File: src/hdl/swa_pkg.sv
package swa_pkg;

    localparam int DEF_WINDOW      = 1024;
    localparam int DEF_SAMPLE_BITS = 16;
    localparam int SAMPLE_W        = 16;
    localparam int AVERAGE_W       = 16;

    typedef struct packed {
        logic accept;
        logic update;
        logic div_step;
    } t_dp_cmd;

    typedef struct packed {
        logic div_last;
    } t_dp_status;

endpackage

File: src/hdl/swa_ctrl.sv
module swa_ctrl (
    input  logic                i_clk,
    input  logic                i_rst_n,
    input  logic                i_valid,
    output logic                o_ready,
    output logic                o_valid,
    input  logic                i_ready,
    input  swa_pkg::t_dp_status i_status,
    output swa_pkg::t_dp_cmd    o_cmd
);

    localparam logic [1:0] ST_IDLE = 2'd0;
    localparam logic [1:0] ST_UPD  = 2'd1;
    localparam logic [1:0] ST_DIV  = 2'd2;
    localparam logic [1:0] ST_OUT  = 2'd3;

    logic [1:0] r_state;
    logic [1:0] n_state;

    always_ff @(posedge i_clk) begin
        if (!i_rst_n) begin
            r_state <= ST_IDLE;
        end else begin
            r_state <= n_state;
        end
    end

    always_comb begin
        n_state        = r_state;
        o_cmd.accept   = 1'b0;
        o_cmd.update   = 1'b0;
        o_cmd.div_step = 1'b0;
        unique case (r_state)
            ST_IDLE: begin
                if (i_valid) begin
                    o_cmd.accept = 1'b1;
                    n_state      = ST_UPD;
                end
            end
            ST_UPD: begin
                o_cmd.update = 1'b1;
                n_state      = ST_DIV;
            end
            ST_DIV: begin
                o_cmd.div_step = 1'b1;
                if (i_status.div_last) begin
                    n_state = ST_OUT;
                end
            end
            ST_OUT: begin
                if (i_ready) begin
                    n_state = ST_IDLE;
                end
            end
            default: begin
                n_state = ST_IDLE;
            end
        endcase
    end

    assign o_ready = (r_state == ST_IDLE);
    assign o_valid = (r_state == ST_OUT);

    a_no_overlap: assert property (@(posedge i_clk) disable iff (!i_rst_n)
        !(o_ready && o_valid))
        else $error("input and output sides open together");

    a_accept_then_update: assert property (@(posedge i_clk) disable iff (!i_rst_n)
        o_cmd.accept |=> o_cmd.update)
        else $error("accepted item not followed by update");

    a_div_leads_out: assert property (@(posedge i_clk) disable iff (!i_rst_n)
        (o_cmd.div_step && i_status.div_last) |=> o_valid)
        else $error("divider finished without presenting result");

endmodule

File: config.mk
export PLATFORM = sky130hd
export DESIGN_NAME = swa_ctrl
export DESIGN_NICKNAME = d
export VERILOG_FILES = /design/src/hdl/swa_pkg.sv /design/src/hdl/swa_ctrl.sv
export SDC_FILE = /design/constraint.sdc
export NUM_CORES = 1
export LEC_CHECK = 0
export BUFFER_PORTS_ARGS = -buffer_cell sky130_fd_sc_hd__buf_2
export CORE_AREA = 2 2 39 41
export CTS_CLUSTER_SIZE = 10
export DETAILED_ROUTE_END_ITERATION = 10
export DIE_AREA = 0 0 41 43
export PLACE_DENSITY = 0.41
export SYNTH_ARGS = -nofsm -noshare
export SYNTH_HDL_FRONTEND = slang
export SYNTH_SLANG_ARGS = --single-unit
File: constraint.sdc
create_clock -name i_clk -period 1.4 [get_ports i_clk]
set_clock_uncertainty 0.2 [all_clocks]
set_input_delay 0.28 -clock i_clk [delete_from_list [all_inputs] [get_ports i_clk]]
set_output_delay 0.28 -clock i_clk [all_outputs]
set_load 0.02 [all_outputs]
### Word level (Yosys, flattened, before mapping)

Cells that the tools add are included.

* equality and inequality tests: 6
* muxes and demuxes: 8
* reduce and logical (&&, ||, !) cells: 2

Operators with widths (number)
* $pmux 2 s4: 1
* $mux 2: 3
* $eq 2x2->1 const B: 2
* $mux 1: 4
* $ne 2x2->1 const B: 2
* $reduce_and 3->1: 1
* $eq 2x1->1 const B: 1
* $logic_not 2->1: 1
* $ne 2x1->1 const B: 1

* register bits after elaboration: 2
* bits of input ports: 5
* output and inout port bits: 5
* logic and storage cells: 17

### Depth between registers and ports, before layout

Gate-level depths: netlist of run 1.

* depth after elaboration: 3
* gate-level depth with buffers: 4
* mapped depth without buffers: 4

### Worst setup path after synthesis of run 1

Ideal clock, no wire load.

* path type: reg2reg
* start point: reg r_state[0]
* end point: reg r_state[0]
* setup time: 72 ps
* arrival: 1398 ps
* required time: 1128 ps
* path slack: -270 ps
* cell stages (with the launch flop): 5
* path buffers: 0
* clock period less this slack: 1670 ps
* path through: dfxtp_1 > inv_1 > ha_1 > a222oi_1 > mux2i_1

* cells in the longest elaborated chain, start to end: 3
* elaborated cells on any way between the ends: 9
* classes of those cells: 6 x eq/ne; 1 x mux; 2 x reduce/logical

Ends and longest elaborated chain
* start: declaration: RTL line swa_ctrl.sv:17 `logic [1:0] r_state;`
* start signal: assignment: RTL line swa_ctrl.sv:24 `r_state <= n_state;`
* $logic_not 2->1 *
* net o_ready: RTL line swa_ctrl.sv:5 `output logic o_ready,`
* $ne 2x2->1 (no line)
* $reduce_and 3->1 (no line)

The timed path passes the listed nets; every way through them passes the cells marked *.
A chain may end at the register's enable or synchronous reset.

==> metrics, run 1 <==
later-pin clock latency in the skew report roughly 0.22 ns; Clock Tree Root clkbuf_4; clk slew on worst S/H paths roughly 0.030 ns; worst hold margin roughly 0.15 ns; PD cells 2320 nW/um^2; Final #Nets between 40 and 50; Top cell by count, worst path buf_4; reg2reg start r_state[0]; Peak Freq ~630 MHz; Mapped Nets 28; CTS sink count 2; total gr overflow 0; Leakage Power approximately 0.19 nW; Placed Area between 200 and 300 sq um; final setup vio count 7; Initial Util 11.8%; status complete, but fails checks; initial antenna violation count 0; H-tree depth 1; Worst Reg-to-Reg Cells 5; Final Critical Period roughly 1.6 ns; TritonCTS clock tree done; Worst R2R End r_state[0]; Detailed Route Iter0 Violations 7; routed vias 186; reg2reg setup slack -0.12 ns; unrepaired setup endpoints after global routing yes; Data required, critical path about 0.92 ns; Die W between 40 and 50 microns; commonest cells after routing, fill and taps aside buf_4 (6), buf_2 (5), buf_6 (5); Vias/cell between 3 and 4; aggregate negative setup slack -0.867 ns; Startpoint Class register; Setup crit start r_state[1]; Cell Area, Synth 163 sq um; drt pass-1 iters 4; maximum VDD drop between 0.0007 and 0.0008 V; Synth Area per Inst roughly 8.6 sq um; Hold Vio Cnt, Final 0; critical path depth 4; max-slew violation count 0; final WL between 400 and 500 microns; largest net degree at the start of global routing 5; gpl congestion 0.677; cell family with most CP delay buffers and inverters; max reg flops 2; Layout fillers between 100 and 150; maxcap violations 0; WL/cell a little over 8 microns; WS Path Type reg -> out; overall routing resource usage 6.01%; area taken by multi-input logic gates about 150 sq um; flops & latches, synth 2; Final ANT Viol Nets 0; CTS max path bufs 2; Slowest cell on crit path dfxtp_2; vias in the first global route 175; Cell variety after synth 8; most common cell after layout, fill and taps aside buf_4; number of top-level pins 10; largest reg by FF count r_state; Crit path largest cell delay between 0.3 and 0.4 ns; fin crit share 113%; row count 14; DRC viols 0; post-synthesis cell count 19; critical path, cell by cell buf_4 -> ha_2 -> buf_4 -> buf_6; die area ~1800 sq um; crit-path max FO 3; # diodes 0; Setup crit end o_cmd[0]; CTS Buf Count 3; CP endpoint kind primary output; layout cell share with drive strength beyond 1 73.7%; P&R area growth vs syn 131%; failing checks setup timing; post-route cell area about 380 sq um; global-route wire length before repair around 630 microns; Sequential Area ~43 sq um; IO Port Bufs 9; Least-Margin Pin Slew between 0.2 and 0.3 ns; Core Footprint roughly 1400 sq um; Seq/Total Area, Yosys between 20% and 30%; worst hold-check path type in -> reg; Max transition margin 82.3%; setup slack after layout -0.182 ns; synth warn 0; DIE HEIGHT about 43 microns; Tot Pwr approximately 0.87 mW; fin util 27.1%; top flop regs r_state (2); Worst Path Buf+Inv 3; CP Data Arrival Time between 1 and 1.5 ns
[worst register-to-register path, delay by kind of cell, from the launching register on]
family	cells	cell delay, ns
flops	1	0.31
compound gates	1	0.27
fa+ha+maj	1	0.16
mux	1	0.18
buf+inv	2	0.32
[metrics by stage]
stage,setup slack [ns],instances
floorplan,-0.127,19
global placement,-0.125,49
detailed placement,-0.114,49
CTS,-0.191,54
global route,-0.220,54
finish,-0.182,54
[how the worst min path moves through the flow]
| stage | from | end | cells past startpoint |
|---|---|---|---|
| floorplan | i_rst_n | r_state[0] | 2 |
| global placement | r_state[1] | r_state[1] | 2 |
| detailed placement | r_state[1] | r_state[1] | 2 |
| CTS | i_rst_n | r_state[0] | 3 |
| global route | i_rst_n | r_state[1] | 3 |
| finish | i_rst_n | r_state[0] | 3 |
[power breakdown]
part	switching (mW)	internal (mW)	leakage, nW	total, mW
clock	0.0304	0.0944	0.0138	0.125
sequential	0.0197	0.0914	0.0172	0.111
combinational	0.285	0.350	0.154	0.635
total	0.335	0.536	0.185	0.871
[logic make-up (layout without fill, tap and decap cells)]
family / count (synthesis) / in the layout / synth area share, %
simple gates: 4 / 4 / 11.5
mux: 2 / 2 / 12.3
compound gates: 2 / 2 / 9.23
flops: 2 / 2 / 24.6
fa+ha+maj: 4 / 4 / 30.8
buf+inv: 5 / 24 / 11.5
[Yosys cell counts]
cell,count,area share [%]
and2_2,1,4.6
inv_1,5,12
mux2i_1,2,12
nand2_1,3,6.9
dfxtp_1,2,25
o21ai_0,1,3.1
ha_1,4,31
a222oi_1,1,6.2
[what timing repair did]
action,CTS,global route
pin swaps,1,1
endpoints found under the hold margin,0,0
hold buffers,0,0
cloned,0,0
gates resized for setup,13,1
buffers inserted,2,0
setup endpoints to repair,7,7
[final cells by class]
cell class	count	share of cell area [%]
Multi-Input combinational cell	12	38.7
Tap cell	16	5.33
Sequential cell	2	11.3
Inverter	5	5.00
Clock buffer	3	6.00
Timing Repair Buffer	16	33.7
[layer usage]
layer	global-route usage, %	vias to the layer above	share of wire (%)	routed length [microns]
li1	-	102	-	-
met1	4.78	74	45	194
met2	8.44	10	44	193
met3	3.14	0	11	47
met4	8.00	0	0	0
met5	0	-	0	0
Note: power is estimated with default switching activity, not from simulation.
==> run 2: changes to the inputs <==
--- a/config.mk
+++ b/config.mk
@@ -6,10 +6,10 @@
 export NUM_CORES = 1
 export LEC_CHECK = 0
 export BUFFER_PORTS_ARGS = -buffer_cell sky130_fd_sc_hd__buf_2
-export CORE_AREA = 2 2 39 41
+export CORE_AREA = 4 4 41 43
 export CTS_CLUSTER_SIZE = 10
 export DETAILED_ROUTE_END_ITERATION = 10
-export DIE_AREA = 0 0 41 43
+export DIE_AREA = 0 0 45 47
 export PLACE_DENSITY = 0.41
 export SYNTH_ARGS = -nofsm -noshare
 export SYNTH_HDL_FRONTEND = slang
==> metrics, run 2 (synthesized netlist as in run 1, its figures left out) <==
fin crit share 113%; number of top-level pins 10; gpl congestion approximately 0.63; final setup vio count 7; # diodes 0; CTS sink count 2; Least-Margin Pin Slew ~0.27 ns; CTS max path bufs 2; unrepaired setup endpoints after global routing yes; Startpoint Class register; Final #Nets 50; Hold Vio Cnt, Final 0; setup slack after layout -0.178 ns; Sequential Power Share a little under an eighth; maximum VDD drop between 0.001 and 0.0015 V; DRC viols 0; die area between 2000 and 2500 sq um; top flop regs r_state (2); clock network power share 13.7%; critical path, cell by cell inv_2 -> ha_4 -> buf_6 -> and2_4 -> buf_6; P&R area growth vs syn 138%; Die W 45 microns; CP Data Arrival Time around 1.1 ns; CP endpoint kind primary output; TritonCTS clock tree done; initial antenna violation count 0; cell family with most CP delay flip-flops; DIE HEIGHT 47 microns; overall routing resource usage 5.13%; PD cells ~2300 nW/um^2; layout cell share with drive strength beyond 1 roughly 74%; total gr overflow 0; clk slew on worst S/H paths 0.03 ns; Max transition margin about 82%; global-route wire length before repair approximately 730 microns; Top cell by count, worst path buf_6; Detailed Route Iter0 Violations 2; Peak Freq ~630 MHz; Initial Util 12.5%; Leakage Power between 0.15 and 0.2 nW; H-tree depth 1; Place WS -0.130 ns; Tot Pwr approximately 0.90 mW; CTS Buf Count 3; Placed Area 289 sq um; max reg flops 2; failing checks setup timing; most common cell after layout, fill and taps aside buf_4; Clock Tree Root clkbuf_4; switching share of power approximately 38%; Core Footprint about 1300 sq um; IO Port Bufs 9; largest net degree at the start of global routing 5; final WL between 400 and 500 microns; cell internal pwr between 0.5 and 0.6 mW; Slowest cell on crit path dfxtp_2; Layout fillers around 150; crit-path max FO 3; Data required, critical path a little over 0.9 ns; commonest cells after routing, fill and taps aside buf_4 (7), buf_6 (6), buf_2 (4); Final Critical Period 1.58 ns; worst hold-check path type in -> reg; Vias/cell 3.43; DPL Wire Length around 350 microns; post-route cell area between 300 and 400 sq um; row count 13; drt pass-1 iters 4; Final ANT Viol Nets 0; WS Path Type reg -> out; Crit path largest cell delay 0.32 ns; WL/cell 8.50 microns; largest reg by FF count r_state; later-pin clock latency in the skew report ~0.22 ns; max-slew violation count 0; aggregate negative setup slack -0.950 ns; switching power 0.342 mW; Worst Path Buf+Inv 3; routed vias between 150 and 200; maxcap violations 0; status complete, but fails checks; vias in the first global route between 150 and 200; combinational share of power about 74%
==> run 2: cell types whose count changed in the layout (fill, tap and decap cells not counted), sizes merged <==
cell / delta
buf: +1
==> run 2: tightest hold or removal path, delay by kind of cell <==
family	cells	cell delay (ns)
buffers and inverters	1	0.12
muxes	1	0.05
and+or+nand+nor	1	0.06
==> run 2: cell type report <==
cell class                      count  area (sq um)  area share, %
Clock buffer                        3          22.5           5.81
Inverter                            5          18.8           4.84
Multi-Input combinational cell     12           145           37.4
Sequential cell                     2          42.5           11.0
Tap cell                           15          18.8           4.84
Timing Repair Buffer               17           140           36.1
==> run 2: power by group through the flow <==
| stage | Sequential, mW | Combinational (mW) | Clock, mW |
|---|---|---|---|
| 2_1_floorplan | 0.119 | 0.298 | 0 |
| 5_1_grt | 0.111 | 0.717 | 0.141 |
| 3_5_place_dp | 0.121 | 0.474 | 0 |
| 6_report | 0.108 | 0.671 | 0.124 |
| 4_1_cts | 0.108 | 0.670 | 0.135 |
| 3_3_place_gp | 0.120 | 0.481 | 0 |
==> run 2: worst paths after layout <==
check,end,slack [ns],startpoint,cells after the start
setup / recovery,o_cmd[2],-0.18,r_state[0],5
hold / removal,r_state[1],0.15,i_rst_n,3
setup reg to reg,r_state[0],-0.13,r_state[1],5
hold reg to reg,r_state[1],0.41,r_state[1],3
==> run 2: per-layer routing <==
metal / track usage [%] / part of all wire, %
met1: 5.43 / 46
met2: 6.78 / 41
met3: 3.07 / 12
met4: 5.26 / 0
met5: 0 / 0
==> run 2: metrics by stage <==
stage | util (%) | instances | hold slack [ns]
finish | 29.8 | 54 | 0.146
global route | 29.8 | 54 | 0.142
CTS | 29.5 | 54 | 0.137
detailed placement | 22.2 | 49 | 0.284
global placement | 22.2 | 49 | 0.278
floorplan | - | 19 | 0.218
==> run 2: timing repair <==
item / in CTS / in global routing
endpoints found under the setup margin: 7 / 7
setup buffers: 2 / 0
hold buffers: 0 / 0
cloned: 0 / 0
resized for setup: 15 / 1
hold endpoints to repair: 0 / 0
==> run 3: changes to the inputs <==
--- a/config.mk
+++ b/config.mk
@@ -10,7 +10,8 @@
 export CTS_CLUSTER_SIZE = 10
 export DETAILED_ROUTE_END_ITERATION = 10
 export DIE_AREA = 0 0 45 47
-export PLACE_DENSITY = 0.41
+export PLACE_DENSITY = 0.4
+export SKIP_CTS_REPAIR_TIMING = 1
 export SYNTH_ARGS = -nofsm -noshare
 export SYNTH_HDL_FRONTEND = slang
 export SYNTH_SLANG_ARGS = --single-unit
==> constraint.sdc (replaced) <==
create_clock -name i_clk -period 2 [get_ports i_clk]
set_clock_uncertainty 0.2 [all_clocks]
set_input_delay 0.4 -clock i_clk [delete_from_list [all_inputs] [get_ports i_clk]]
set_output_delay 0.4 -clock i_clk [all_outputs]
set_load 0.02 [all_outputs]
==> metrics, run 3 (synthesized netlist as in run 1, its figures left out) <==
CP Data Arrival Time between 1 and 1.5 ns; layout cell share with drive strength beyond 1 approximately two fifths; CTS max path bufs 2; global-route wire length before repair 634 microns; Final ANT Viol Nets 0; largest net degree at the start of global routing 5; Leakage Power approximately 0.15 nW; routed vias between 150 and 200; DPL Wire Length about 310 microns; row count 13; Peak Freq ~550 MHz; gpl congestion between 0.6 and 0.7; WL/cell ~8.3 microns; largest reg by FF count r_state; Hold Vio Cnt, Final 0; most common cell after layout, fill and taps aside buf_2; later-pin clock latency in the skew report 0.22 ns; maximum VDD drop 0.000260 V; Clock Tree Root clkbuf_4; critical path, cell by cell inv_1 -> ha_1 -> and2_2 -> buf_2; GRT met2 Usage approximately 5%; max reg flops 2; # diodes 0; vias in the first global route about 150; Slowest cell on crit path dfxtp_1; met1 usage 4.74%; P&R area growth vs syn 53.1%; Final Critical Period 1.83 ns; Initial Util between 10% and 20%; Max transition margin between 60% and 70%; DIE HEIGHT 47 microns; final WL ~380 microns; commonest cells after routing, fill and taps aside buf_2 (9), inv_1 (5), ha_1 (4), nand2_1 (3), clkbuf_4 (3); CTS Buf Count 3; crit-path max FO 4; M3 GR Usage 4.60%; initial antenna violation count 0; Crit path largest cell delay 0.37 ns; aggregate negative setup slack 0 ns; number of top-level pins 10; IO Port Bufs 9; Detailed Route Iter0 Violations 13; H-tree depth 1; total gr overflow 0; CP endpoint kind primary output; Startpoint Class register; top flop regs r_state (2); Least-Margin Pin Slew ~0.56 ns; Final #Nets 42; maxcap violations 0; Tot Pwr just under 0.4 mW; Core Footprint 1300 sq um; PD cells 1580 nW/um^2; TritonCTS clock tree done; worst hold-check path type in -> reg; final setup vio count 0; Vias/cell roughly 3.8; reg2reg setup slack about 0.26 ns; Die W roughly 45 microns; clk slew on worst S/H paths roughly 0.03 ns; global route hottest layer met4; drt pass-1 iters 4; WS Path Type reg -> out; Data required, critical path 1.40 ns; fin crit share 91.6%; unrepaired setup endpoints after global routing no; max-slew violation count 0; CTS sink count 2; status completed; DRC viols 0; die area between 2000 and 2500 sq um; overall routing resource usage slightly below 5%
-- run 3: cell count changes in the layout (fill, tap and decap cells not counted), sizes merged --
cell  change
buf       -8
-- run 3: worst paths after layout --
kind / startpoint / end / depth (start not counted)
max: r_state[0] / o_cmd[2] / 4
min: i_rst_n / r_state[1] / 3
max reg2reg: r_state[0] / r_state[0] / 4
min reg2reg: r_state[1] / r_state[1] / 2
-- run 3: stage by stage --
| stage | std cells | setup WS (ns) | util, % | area [sq um] | hold WS [ns] |
|---|---|---|---|---|---|
| finish | 46 | 0.168 | 19.1 | 249 | 0.264 |
| global route | 46 | 0.0489 | 19.1 | 249 | 0.259 |
| CTS | 46 | 0.145 | 19.1 | 249 | 0.254 |
| detailed placement | 43 | 0.262 | 17.4 | 226 | 0.295 |
| global placement | 43 | 0.279 | 17.4 | 226 | 0.304 |
| floorplan | 19 | 0.330 | - | 163 | 0.268 |
-- run 3: worst max-delay path: cells and delay by family, from the launching register on --
kind                       cells  cell delay (ns)
DFF                            1             0.37
adders and majority gates      1             0.23
buffers and inverters          2             0.23
and+or+nand+nor                1             0.17
-- run 3: cell type report --
| type | instances | area (sq um) |
|---|---|---|
| Timing Repair Buffer | 9 | 45.0 |
| Tap cell | 15 | 18.8 |
| Clock buffer | 3 | 22.5 |
| Sequential cell | 2 | 40.0 |
| Fill cell | 157 | 1050 |
| Inverter | 5 | 18.8 |
| Multi-Input combinational cell | 12 | 104 |
-- run 3: report_power, final --
part           total, mW  switching (mW)  internal [mW]
registers         0.0803          0.0204         0.0599
clock network     0.0881          0.0221         0.0661
logic              0.224           0.135         0.0888
-- run 3: routing by layer --
metal | part of all wire (%) | wire, microns
met1 | 45 | 173
met2 | 32 | 123
met3 | 18 | 67
met4 | 4.5 | 17
met5 | 0 | 0
